--- config.mk ---
export PLATFORM = sky130hd
export DESIGN_NAME = ehd_ram
export DESIGN_NICKNAME = d
export VERILOG_FILES = /design/src/hw/rtl/ext_hash_directory_engine_unit_assert.svh /design/src/hw/rtl/ehd_ram.sv
export SDC_FILE = /design/constraint.sdc
export NUM_CORES = 1
export LEC_CHECK = 0
export BUFFER_PORTS_ARGS = -buffer_cell sky130_fd_sc_hd__buf_2
export CORE_MARGIN = 2
export CORE_UTILIZATION = 60
export CTS_CLUSTER_DIAMETER = 100
export DETAILED_ROUTE_END_ITERATION = 8
export PLACE_DENSITY_LB_ADDON = 0.1
export SLEW_MARGIN = 20
export SYNTH_ARGS = -nofsm -noshare
export SYNTH_HDL_FRONTEND = slang
export SYNTH_SLANG_ARGS = --single-unit
--- constraint.sdc ---
create_clock -name clk -period 2.7 [get_ports clk]
set_clock_uncertainty 0.2 [all_clocks]
set_input_delay 0.54 -clock clk [delete_from_list [all_inputs] [get_ports clk]]
set_output_delay 0.54 -clock clk [all_outputs]
set_load 0.05 [all_outputs]
--- src/hw/rtl/ext_hash_directory_engine_unit_assert.svh ---
// Assertion macros shared by the directory engine RTL.
// Depends on nothing; included by modules that carry concurrent checks.
`ifndef EXT_HASH_DIRECTORY_ENGINE_UNIT_ASSERT_SVH
`define EXT_HASH_DIRECTORY_ENGINE_UNIT_ASSERT_SVH

// Same-cycle implication, disabled during reset.
`define EHD_ASSERT_IMPL(label, clk, rst, ante, cons, msg) \
  label: assert property (@(posedge clk) disable iff (rst) (ante) |-> (cons)) \
    else $error(msg);

// Next-cycle implication, disabled during reset.
`define EHD_ASSERT_NEXT(label, clk, rst, ante, cons, msg) \
  label: assert property (@(posedge clk) disable iff (rst) (ante) |=> (cons)) \
    else $error(msg);

`endif

--- src/hw/rtl/ehd_ram.sv ---
// Generic single-write, single-read synchronous RAM with registered read data.
// No dependencies; used for both directory banks.
module ehd_ram #(
  parameter int WIDTH = 8,
  parameter int DEPTH = 16
) (
  input  logic                     clk,
  input  logic                     we,
  input  logic [$clog2(DEPTH)-1:0] waddr,
  input  logic [WIDTH-1:0]         wdata,
  input  logic                     re,
  input  logic [$clog2(DEPTH)-1:0] raddr,
  output logic [WIDTH-1:0]         rdata
);

  logic [WIDTH-1:0] mem [DEPTH];

  // write port
  always_ff @(posedge clk) begin
    if (we) begin
      mem[waddr] <= wdata;
    end
  end

  // read port, data holds while re is low
  always_ff @(posedge clk) begin
    if (re) begin
      rdata <= mem[raddr];
    end
  end

endmodule

==> qor.yml <==
use_met3: 0.0655
via_count: 2443
cp_cell_sequence: "buf_2"
die_h_microns: 97.3
antenna_found_initial: 0
p_per_area_nw_per_um2: 800
route.final.wire_length_mm: 9.89
antenna_cells: 0
fill_cells: 518
grt-ovfl-total: 0
hold_viol_final: 0
placement.io_buffers: 26
yosysWarningCount: 0
fin_tns_setup_ns: 0
post-route-drc-count: 0
syn_to_final_growth_pct: 18.1
min_to: "rdata[4]"
cts_hold_buf: 0
min_period_ns: 1.89
path_max_fanout: 1
grt-busiest-layer: "met1"
fp.dieW_microns: 97.3
synthCells: 229
clock-sinks: 136
crit_family: "flip-flops"
cts_made_buffers: 17
dieArea_sq_um: 9480
crit_path_end_kind: "primary output"
post-route-period-util: 0.699
max_stage_delay_ns: 0.36
ys_seq_area_frac: 0.781
drive_gt1_frac: 0.320
clockRootBuffer: "clkbuf_8"
dp_hpwl_mm: 6.25
drv_slew: 0
synth-seq-cells: 136
ir_drop_mv: 0.446
slew_headroom: 0.624
gp_congestion: 0.773
worst_hold_path_type: "in2reg"
syn_area_per_cell_sq_um: 22.8
fmax_ghz: 0.530
drv_cap: 0
first_global_vias: 2459
synth_cell_types: 18
startpoint_type: "flip-flop"
run_status: "completed"
setup_ws_ns: 0.812
gr-usage-met1: 0.337
required_ns: 1.96
final_antenna_net_count: 0
post_drt_wl_per_cell_microns: 24.4
clockBufferDepth: 2
r2r_start: "mem[6][4]"
multi_input_area_sq_um: 1060
crit_slowest_cell: "edfxtp_1"
grt_usage: 0.224
ctsResizeCount: 0
htreeDepth: 4
insertion_delay_ns: 0.51
grt_pass1_wl_mm: 15.0
worstReg2RegEnd: "rdata[4]"
crit_buf_inv: 1
rows: 34
worst_pin_slew_ns: 0.562
coreArea_sq_um: 8590
clkTransAtPathRegs_ns: 0.06
finalSetupViolations: 0
syn_nets: 248
drt_iter0_markers: 200
hp-start: "re"
rsz0062_at_grt: "false"
place_ws_ns: 0.377
crit_type: "reg2out"
rrSetupSlack_ns: 0.95
nNetsFinal: 304
post_cts_buffers: 0
ios: 27
start_util: 0.608
gr-usage-met2: 0.327
grt_max_degree: 33
synthesis.area_sq_um: 5230
dr.pass1.iters: 4
reg2reg_depth: 3
register_area_sq_um: 4080
cp.arrival_ns: 1.15
cts_tree: "built"
leakagePower_nw: 2.11
vias_per_cell: 6.03
hold_depth: 1
[worst register-to-register path, delay by kind of cell (launching register included)]
family | cells | cell delay, ns
AO/OA/AOI/OAI | 1 | 0.29
flip-flops | 1 | 0.39
multiplexers | 1 | 0.52
AND/OR/NAND/NOR | 1 | 0.10
[registers in the layout, indices dropped and copies added, names as in the netlist]
register	cells
mem	128
rdata	8
[layer usage]
metal  part of all wire  vias to the layer above
met4              0.015                        0
met5                  0                        -
met2               0.49                       69
met1               0.45                     1268
li1                   -                     1094
met3              0.044                       12
[through the flow]
stage | cell area (sq um) | hold WS, ns | cells | power [mW] | util
final | 6170 | 0.216 | 405 | 4.94 | 0.719
after global placement | 5580 | 0.527 | 374 | 2.68 | 0.649
after detailed placement | 5580 | 0.549 | 374 | 2.69 | 0.649
after floorplan | 5230 | 0.439 | 229 | 2.59 | -
after CTS | 6170 | 0.196 | 405 | 4.97 | 0.719
after global routing | 6170 | 0.181 | 405 | 5.09 | 0.719
[worst max path at each step]
stage | from | endpoint | slack [ns] | cells after the start
after global routing | rdata[7] | rdata[7] | 0.77 | 1
after detailed placement | raddr[0] | rdata[2] | 0.38 | 5
after CTS | rdata[7] | rdata[7] | 0.79 | 1
after global placement | raddr[0] | rdata[2] | 0.39 | 5
after floorplan | waddr[2] | mem[0][0] | 0.47 | 2
final | rdata[7] | rdata[7] | 0.81 | 1
[synth_stat cells, drive strengths merged]
library cell,instances,area (sq um)
and2,1,6.26
clkdlybuf4s25,3,30.0
mux4,32,773
a22oi,16,120
nor3,4,20.0
nand2b,2,12.5
or3b,1,8.76
nor2,13,48.8
and2b,1,7.51
nand3,1,5.00
edfxtp,136,4080
nor2b,1,6.26
buf,7,56.3
nand3b,2,15.0
nand2,9,33.8
[placed cells by master (no fill, tap or decap)]
cell and instances:
nor3_1 4, buf_12 1, a22oi_1 16, mux4_1 14
edfxtp_1 136, nand2_1 9, nand3b_1 2, nor2_1 13
clkbuf_16 16, buf_4 20, clkinvlp_4 2, nor2b_1 1
clkinv_4 3, nand3_1 1, mux4_2 18, and2_1 1
buf_2 26, clkbuf_1 1, and2b_1 1, bufinv_16 4
clkinv_2 3, clkinv_1 1, or3b_2 1, nand2b_1 2
clkbuf_8 1
[power breakdown]
part,switching [mW],leakage (nW),internal [mW]
Combinational,0.162,0.588,0.0932
Sequential,0.0117,1.24,2.38
Clock,0.806,0.288,1.49
[area by class of cell]
type | count | area share
Timing Repair Buffer | 47 | 0.0486
Clock inverter | 13 | 0.0292
Clock buffer | 18 | 0.0677
Multi-Input combinational cell | 83 | 0.171
Tap cell | 108 | 0.0219
Sequential cell | 136 | 0.661
[cells by family (layout without fill, tap and decap cells)]
kind of cell	after synthesis	count (layout)	synth area share
compound gates	16	16	0.0230
mux	32	32	0.148
flops	136	136	0.781
buf+inv	10	78	0.0165
simple gates	35	35	0.0314
Power figures use the tool's default switching activity.
