[config.mk]
export PLATFORM = sky130hd
export DESIGN_NAME = ehd_ctrl
export DESIGN_NICKNAME = d
export VERILOG_FILES = /design/src/hw/rtl/ehd_pkg.sv /design/src/hw/rtl/ehd_ctrl.sv
export VERILOG_INCLUDE_DIRS = /design/src /design/src/hw/rtl
export SDC_FILE = /design/constraint.sdc
export NUM_CORES = 1
export LEC_CHECK = 0
export BUFFER_PORTS_ARGS = -buffer_cell sky130_fd_sc_hd__buf_4
export CAP_MARGIN = 0
export CORE_ASPECT_RATIO = 1.1
export CORE_MARGIN = 10
export CORE_UTILIZATION = 45
export CTS_CLUSTER_SIZE = 20
export DETAILED_ROUTE_END_ITERATION = 6
export GPL_ROUTABILITY_DRIVEN = 0
export PLACE_DENSITY = 0.68
export SETUP_SLACK_MARGIN = 0.2
export SYNTH_ARGS = -nofsm -noshare
export SYNTH_HDL_FRONTEND = slang
export SYNTH_SLANG_ARGS = --single-unit
[constraint.sdc]
create_clock -name clk -period 13.95 [get_ports clk]
set_input_delay 1.395 -clock clk [delete_from_list [all_inputs] [get_ports clk]]
set_output_delay 1.395 -clock clk [all_outputs]
set_load 0.01 [all_outputs]
[src/hw/rtl/ext_hash_directory_engine_unit_assert.svh]
// Assertion macros shared by the directory engine RTL.
// Depends on nothing; included by modules that carry concurrent checks.
`ifndef EXT_HASH_DIRECTORY_ENGINE_UNIT_ASSERT_SVH
`define EXT_HASH_DIRECTORY_ENGINE_UNIT_ASSERT_SVH

// Same-cycle implication, disabled during reset.
`define EHD_ASSERT_IMPL(label, clk, rst, ante, cons, msg) \
  label: assert property (@(posedge clk) disable iff (rst) (ante) |-> (cons)) \
    else $error(msg);

// Next-cycle implication, disabled during reset.
`define EHD_ASSERT_NEXT(label, clk, rst, ante, cons, msg) \
  label: assert property (@(posedge clk) disable iff (rst) (ante) |=> (cons)) \
    else $error(msg);

`endif

[src/hw/rtl/ehd_pkg.sv]
// Package for the extendible-hashing directory engine: sizes, codes, word types.
// No dependencies; imported by the top level and the sequencer.
package ehd_pkg;

  localparam int GROUP_BITS   = 4;
  localparam int MAX_DIR_BITS = 10;

  localparam int SEG_W    = 32;
  localparam int DEPTH_W  = 5;
  localparam int NODE_W   = 4;
  localparam int FUNC_W   = 2;
  localparam int ADDR_W   = MAX_DIR_BITS;
  localparam int DIR_SIZE = 1 << MAX_DIR_BITS;
  // counters that must hold the directory size itself
  localparam int CNT_W    = ADDR_W + 1;

  localparam int DEPTH_SUM = GROUP_BITS + MAX_DIR_BITS;
  localparam logic [DEPTH_W-1:0] DEPTH_CAP =
    DEPTH_W'((DEPTH_SUM > 31) ? 31 : DEPTH_SUM);
  localparam logic [DEPTH_W-1:0] GROUP_DEPTH = DEPTH_W'(GROUP_BITS);

  // live entries right after reset (global depth equals GROUP_BITS)
  localparam int INIT_SIZE = 1;

  // request function codes
  localparam logic [FUNC_W-1:0] FUNC_SPLIT  = 2'd0;
  localparam logic [FUNC_W-1:0] FUNC_EXPAND = 2'd1;
  localparam logic [FUNC_W-1:0] FUNC_READ   = 2'd2;

  // status codes
  localparam logic STATUS_DONE   = 1'b0;
  localparam logic STATUS_REJECT = 1'b1;

  typedef struct packed {
    logic [FUNC_W-1:0]  func;
    logic [ADDR_W-1:0]  entry_index;
    logic [SEG_W-1:0]   segment_a;
    logic [SEG_W-1:0]   segment_b;
    logic [DEPTH_W-1:0] local_depth;
    logic [DEPTH_W-1:0] target_depth;
  } req_word_t;

  typedef struct packed {
    logic               status;
    logic [SEG_W-1:0]   read_segment;
    logic [DEPTH_W-1:0] read_depth;
    logic [NODE_W-1:0]  read_node;
    logic [DEPTH_W-1:0] current_depth;
  } rsp_word_t;

  // one directory entry as stored in memory
  typedef struct packed {
    logic [SEG_W-1:0]   segment;
    logic [DEPTH_W-1:0] depth;
    logic [NODE_W-1:0]  node;
  } entry_t;

  localparam int ENTRY_W = $bits(entry_t);

  localparam entry_t RESET_ENTRY = '{segment: '0, depth: GROUP_DEPTH, node: '0};

  typedef enum logic [2:0] {
    ST_CLEAR,
    ST_IDLE,
    ST_SPL_RD,
    ST_SPL_WR,
    ST_EXP_RD,
    ST_EXP_WR,
    ST_ENT_RD,
    ST_FINISH
  } state_t;

  // memory commands from the sequencer; bank picks one of the two copies
  typedef struct packed {
    logic              rd_en;
    logic              rd_bank;
    logic [ADDR_W-1:0] rd_addr;
    logic              wr_en;
    logic              wr_bank;
    logic [ADDR_W-1:0] wr_addr;
    entry_t            wr_data;
  } ctrl_mem_t;

  typedef struct packed {
    logic      load;
    rsp_word_t word;
  } ctrl_rsp_t;

  // live directory entries at global depth g
  function automatic logic [CNT_W-1:0] live_size(input logic [DEPTH_W-1:0] g);
    logic [DEPTH_W-1:0] e;
    begin
      e = (g >= GROUP_DEPTH) ? g - GROUP_DEPTH : '0;
      if (e > DEPTH_W'(MAX_DIR_BITS)) e = DEPTH_W'(MAX_DIR_BITS);
      return CNT_W'(1) << e;
    end
  endfunction

endpackage

[src/hw/rtl/ehd_ctrl.sv]
// Sequencer of the directory engine: request checks, split fill, expand copy, reads.
// Depends on ehd_pkg and the assertion macro header.
`include "ext_hash_directory_engine_unit_assert.svh"

module ehd_ctrl import ehd_pkg::*; (
  input  logic      clk,
  input  logic      rst,
  input  logic      req_valid,
  input  req_word_t req,
  input  entry_t    rdata,
  input  logic      out_free,
  output logic      busy,
  output ctrl_mem_t mem,
  output ctrl_rsp_t rsp_cmd
);

  state_t state, state_next;

  logic               bank;
  logic [DEPTH_W-1:0] gdepth;
  req_word_t          cur;
  logic               status;
  logic [CNT_W-1:0]   cnt;
  logic [CNT_W-1:0]   kcnt;
  logic [CNT_W-1:0]   pptr;
  logic [CNT_W-1:0]   run;
  logic [CNT_W-1:0]   osize;
  logic [CNT_W-1:0]   nsize;

  // request checks against the current global depth
  logic [CNT_W-1:0]   size_now;
  logic [CNT_W-1:0]   idx_w;
  logic [DEPTH_W-1:0] spl_shift;
  logic [CNT_W-1:0]   spl_run;
  logic [CNT_W-1:0]   spl_mask;
  logic               spl_bad;
  logic               exp_bad;
  logic               rd_bad;
  logic               req_ok;
  logic               accept;

  assign accept    = req_valid && (state == ST_IDLE);
  assign size_now  = live_size(gdepth);
  assign idx_w     = CNT_W'(req.entry_index);
  assign spl_shift = gdepth - req.local_depth;
  assign spl_run   = CNT_W'(1) << spl_shift;
  assign spl_mask  = spl_run - CNT_W'(1);

  assign spl_bad = (req.local_depth < GROUP_DEPTH) || (req.local_depth >= gdepth) ||
                   ((req.entry_index & spl_mask[ADDR_W-1:0]) != '0) ||
                   (idx_w >= size_now) || (spl_run > (size_now - idx_w));
  assign exp_bad = (req.target_depth < gdepth) || (req.target_depth > DEPTH_CAP);
  assign rd_bad  = idx_w >= size_now;

  always_comb begin
    case (req.func)
      FUNC_SPLIT:  req_ok = !spl_bad;
      FUNC_EXPAND: req_ok = !exp_bad;
      FUNC_READ:   req_ok = !rd_bad;
      default:     req_ok = 1'b0;
    endcase
  end

  // expand step: clamp the old entry's depth, size its copy count and stride
  logic [DEPTH_W-1:0] d_clamp;
  logic [CNT_W-1:0]   exp_num;
  logic [CNT_W-1:0]   exp_step;
  logic [CNT_W-1:0]   p_next;
  logic               q_last;
  logic               exp_last_k;
  logic               exp_end;

  always_comb begin
    d_clamp = rdata.depth;
    if (d_clamp < GROUP_DEPTH) d_clamp = GROUP_DEPTH;
    if (d_clamp > gdepth) d_clamp = gdepth;
  end

  assign exp_num    = CNT_W'(1) << (cur.target_depth - d_clamp);
  assign exp_step   = CNT_W'(1) << (gdepth - d_clamp);
  assign p_next     = pptr + exp_step;
  assign q_last     = (cnt + CNT_W'(1)) == nsize;
  assign exp_last_k = ((kcnt + CNT_W'(1)) == exp_num) || q_last;
  assign exp_end    = exp_last_k && ((p_next >= osize) || q_last);

  // split step
  logic spl_last;
  logic spl_low;

  assign spl_last = cnt == (run - CNT_W'(1));
  assign spl_low  = cnt < (run >> 1);

  // next state
  always_comb begin
    state_next = state;
    case (state)
      ST_CLEAR: begin
        if (cnt == CNT_W'(INIT_SIZE - 1)) state_next = ST_IDLE;
      end
      ST_IDLE: begin
        if (req_valid) begin
          if (!req_ok) begin
            state_next = ST_FINISH;
          end else begin
            case (req.func)
              FUNC_SPLIT:  state_next = ST_SPL_RD;
              FUNC_EXPAND: state_next = ST_EXP_RD;
              default:     state_next = ST_ENT_RD;
            endcase
          end
        end
      end
      ST_SPL_RD: state_next = ST_SPL_WR;
      ST_SPL_WR: begin
        if (spl_last) state_next = ST_FINISH;
      end
      ST_EXP_RD: state_next = ST_EXP_WR;
      ST_EXP_WR: begin
        if (exp_end) begin
          state_next = ST_FINISH;
        end else if (exp_last_k) begin
          state_next = ST_EXP_RD;
        end
      end
      ST_ENT_RD: state_next = ST_FINISH;
      ST_FINISH: begin
        if (out_free) state_next = ST_IDLE;
      end
      default: state_next = ST_IDLE;
    endcase
  end

  // state, depth and bank select
  always_ff @(posedge clk) begin
    if (rst) begin
      state  <= ST_CLEAR;
      bank   <= 1'b0;
      gdepth <= GROUP_DEPTH;
      cnt    <= '0;
    end else begin
      state <= state_next;
      case (state)
        ST_CLEAR: cnt <= cnt + CNT_W'(1);
        ST_IDLE: begin
          if (accept) begin
            cnt <= '0;
          end
        end
        ST_SPL_WR: cnt <= cnt + CNT_W'(1);
        ST_EXP_WR: begin
          cnt <= cnt + CNT_W'(1);
          if (exp_end) begin
            gdepth <= cur.target_depth;
            bank   <= ~bank;
          end
        end
        default: begin
        end
      endcase
    end
  end

  // request context and walk pointers
  always_ff @(posedge clk) begin
    case (state)
      ST_IDLE: begin
        if (accept) begin
          cur    <= req;
          status <= req_ok ? STATUS_DONE : STATUS_REJECT;
          pptr   <= '0;
          run    <= spl_run;
          osize  <= size_now;
          nsize  <= live_size(req.target_depth);
        end
      end
      ST_EXP_RD: kcnt <= '0;
      ST_EXP_WR: begin
        kcnt <= kcnt + CNT_W'(1);
        if (exp_last_k) pptr <= p_next;
      end
      default: begin
      end
    endcase
  end

  // memory commands and result
  always_comb begin
    mem             = '0;
    mem.rd_bank     = bank;
    mem.wr_bank     = bank;
    rsp_cmd         = '0;
    case (state)
      ST_CLEAR: begin
        mem.wr_en   = 1'b1;
        mem.wr_addr = cnt[ADDR_W-1:0];
        mem.wr_data = RESET_ENTRY;
      end
      ST_SPL_RD: begin
        mem.rd_en   = 1'b1;
        mem.rd_addr = cur.entry_index;
      end
      ST_SPL_WR: begin
        mem.wr_en           = 1'b1;
        mem.wr_addr         = cur.entry_index + cnt[ADDR_W-1:0];
        mem.wr_data.segment = spl_low ? cur.segment_a : cur.segment_b;
        mem.wr_data.depth   = cur.local_depth + DEPTH_W'(1);
        mem.wr_data.node    = rdata.node;
      end
      ST_EXP_RD: begin
        mem.rd_en   = 1'b1;
        mem.rd_addr = pptr[ADDR_W-1:0];
      end
      ST_EXP_WR: begin
        // new directory goes to the other bank
        mem.wr_en   = 1'b1;
        mem.wr_bank = ~bank;
        mem.wr_addr = cnt[ADDR_W-1:0];
        mem.wr_data = rdata;
      end
      ST_ENT_RD: begin
        mem.rd_en   = 1'b1;
        mem.rd_addr = cur.entry_index;
      end
      ST_FINISH: begin
        rsp_cmd.load               = out_free;
        rsp_cmd.word.status        = status;
        rsp_cmd.word.current_depth = gdepth;
        if ((status == STATUS_DONE) && (cur.func == FUNC_READ)) begin
          rsp_cmd.word.read_segment = rdata.segment;
          rsp_cmd.word.read_depth   = rdata.depth;
          rsp_cmd.word.read_node    = rdata.node;
        end
      end
      default: begin
      end
    endcase
  end

  assign busy = state != ST_IDLE;

  `EHD_ASSERT_IMPL(a_split_live, clk, rst, state == ST_SPL_WR,
    (CNT_W'(cur.entry_index) + cnt) < live_size(gdepth), "split write past live directory")
  `EHD_ASSERT_IMPL(a_expand_bound, clk, rst, state == ST_EXP_WR,
    cnt < nsize, "expand write past new directory")
  `EHD_ASSERT_NEXT(a_depth_grows, clk, rst, state != ST_CLEAR,
    gdepth >= $past(gdepth), "global depth went down")
  `EHD_ASSERT_IMPL(a_depth_cap, clk, rst, state != ST_CLEAR,
    (gdepth <= DEPTH_CAP) && (gdepth >= GROUP_DEPTH), "global depth out of range")

endmodule
==> results.toml <==
[status]
status = "finished, final reports clean"

[floorplanning]
die-area_um2 = 32500
core_area_um2 = 25300
io_pins = 245
die_h_um = 188
num_rows = 61
start_util_pct = 45.7
fp.dieW_um = 173

[layout]
final_cell_mix = "buf_4 (252), edfxtp_1 (142), nor2_1 (118), nand2_1 (100), ha_1 (93)"
layout_commonest_cell = "buf_4"
antenna_cells = 0
layout-drive-gt1-share_pct = 20.7
utilization_pct = 56.4
final_area_um2 = 14300
synthToLayoutAreaGrowth_pct = 23.5
layout.nets = 1687
fillers = 2273

[timing]
finalCritPeriodShare_pct = 59.6
timing.final.max_slew_violations = 0
clock.fmax_mhz = 120
finalSetupViolCount = 0
setup_tns_ps = 0
relSlewSlack_pct = 28.9
finalWorstSetupSlack_ps = 5640
hold_viol_final = 0
rsz0062_at_grt = "false"
fin_crit_ps = 8310
skew_ps = 20.0
tightest_slew_ps = 1060

[setup_path]
startpoint_type = "primary input"
crit_path_top_delay_cell = "a311oi_1"
r2r_cells = 36
cp-end-kind = "flop"
cp_max_fo = 9
cpPeakStageDelay_ps = 460
timing.rr.end = "gdepth[4]"
required_ps = 14260
worstPathArrival_ps = 8620
r2r-start = "gdepth[2]"
worst-setup-path-type = "in2reg"
ff2ff_setup_slack_ps = 5830

[synth]
synth_top_area_share_pct = 36.8
avgSynthCellArea_um2 = 9.33
ys_warn_count = 0
ys_types = 74
synth_area_um2 = 11600
synthFlopType = "edfxtp_1"
yosysSeqAreaShare_pct = 40.3
yosysTopAreaCell = "edfxtp_1"
async_flop_share_pct = 0
synth_nets = 1470
synth_edf_count = 142
synth_area_leaders = "edfxtp_1 (37%), ha_1 (10%), xnor2_1 (4.2%)"
postSynthCellCount = 1240
synth-seq-cells = 162

[drt]
postRouteAntennaNets = 0
drtIter0Drc = 1034
vias = 10354
drt_wl_total_um = 37300
vias_per_cell = 5.70
post-route-drc-count = 0
wl_per_cell_um = 20.5
first_pass_iters = 5

[global_routing]
overflow = 0
grt_use_total_pct = 22.2
grt_pass1_wl_um = 57400
grt_max_degree = 72
grt_pass1_vias = 10252
antenna_found_initial = 0

[placement]
dpl_cell_area_um2 = 13700
dp_slack_ps = 5260
hpwl_um = 29400
port_buffers = 244

[worst_hold_path]
whs_endpoint = "bank"
min_from = "bank"
hold_depth = 2
hold_path.class = "reg2reg"

[job]
cap_violations = 0

[cts]
clk_latency_ps = 440
cts_hold_buf = 0
postCtsSetupBuffers = 0
cts_made_buffers = 17
cts_resized = 0
cts_tree = "done"
path_clk_slew_ps = 80
root_buffer = "clkbuf_16"
clockBufferDepth = 2
cts-htree-levels = 4
clock_sinks = 162

[power_and_ir_drop]
p_leak_nw = 6.01
pwr_density_cell_nw_per_um2 = 129
peakVddDrop_mv = 0.0743
[metal layers]
| layer | wire length (um) | part of all wire [%] | track usage [%] |
|---|---|---|---|
| met1 | 15300 | 41 | 27.4 |
| met2 | 17700 | 48 | 36.7 |
| met3 | 3120 | 8.4 | 6.38 |
| met4 | 1060 | 2.8 | 7.00 |
| met5 | 0 | 0 | 0 |
[how the worst max path moves through the flow]
stage,startpoint,end,slack (ps),depth (start not counted)
final,rdata[8],gdepth[4],5640,36
after global routing,rdata[8],gdepth[2],5170,36
after CTS,rdata[8],gdepth[2],5700,36
after detailed placement,rdata[8],gdepth[2],5260,36
after global placement,rdata[8],gdepth[2],5500,36
after floorplan,rdata[8],gdepth[2],6110,37
[state kept, by name, summed over array words and instances (netlist names), 5 cells and up]
| register | cells |
|---|---|
| cnt | 11 |
| gdepth | 5 |
| osize | 11 |
| pptr | 11 |
| run | 11 |
| kcnt | 11 |
| cur | 86 |
| nsize | 11 |
[cells in the mapped netlist, types with 9 or more instances]
library cell,number
nor3_1,46
ha_1,93
nand4_1,12
xnor2_1,56
dfxtp_1,20
a21o_1,15
and2_1,64
mux2i_1,42
nand2b_1,11
edfxtp_1,142
a31oi_1,9
o31ai_1,11
o21ai_0,82
o21bai_1,14
a21oi_1,58
inv_1,90
a22oi_1,15
nor2_1,119
nand3_1,25
nand2_1,100
clkbuf_1,51
and3_1,12
xor2_1,28
[critical path, delay by kind of cell]
family | cells | cell delay (ps)
buffers and inverters | 3 | 350
xor gates and xnor gates | 2 | 380
and+or+nand+nor | 11 | 1450
muxes | 1 | 250
AOI/OAI and AO/OA | 14 | 3120
adders and majority gates | 5 | 1660
[per-stage QoR]
step | cells | power, mW | hold WS (ps)
global route | 1816 | 1.95 | 629
detailed placement | 1784 | 1.38 | 585
CTS | 1816 | 1.85 | 597
global placement | 1784 | 1.36 | 571
finish | 1816 | 1.84 | 601
floorplan | 1240 | 1.11 | 462
[final cells by class]
type                            count  area [um2]  share of cell area, %
Inverter                           90         338                   2.36
Timing Repair Buffer              252        1890                   13.2
Multi-Input combinational cell    934        6380                   44.7
Clock inverter                     15         159                   1.11
Clock buffer                       17         425                   2.98
Sequential cell                   162        4660                   32.6
Tap cell                          346         433                   3.03
[logic make-up after synthesis]
group,share of synthesized area (%)
buffers and inverters,4.72
XOR/XNOR,6.36
AO/OA/AOI/OAI,15.4
multiplexers,3.76
flip-flops,40.3
AND/OR/NAND/NOR,18.4
adder cells (fa/ha/maj),11.1
[where the power goes]
part / leakage (nW) / internal, mW / switching [mW]
logic: 4.24 / 0.267 / 0.405
registers: 1.48 / 0.632 / 0.0674
clock network: 0.282 / 0.241 / 0.232
total: 6.01 / 1.14 / 0.705
No activity file was read; power rests on OpenSTA's default activity.
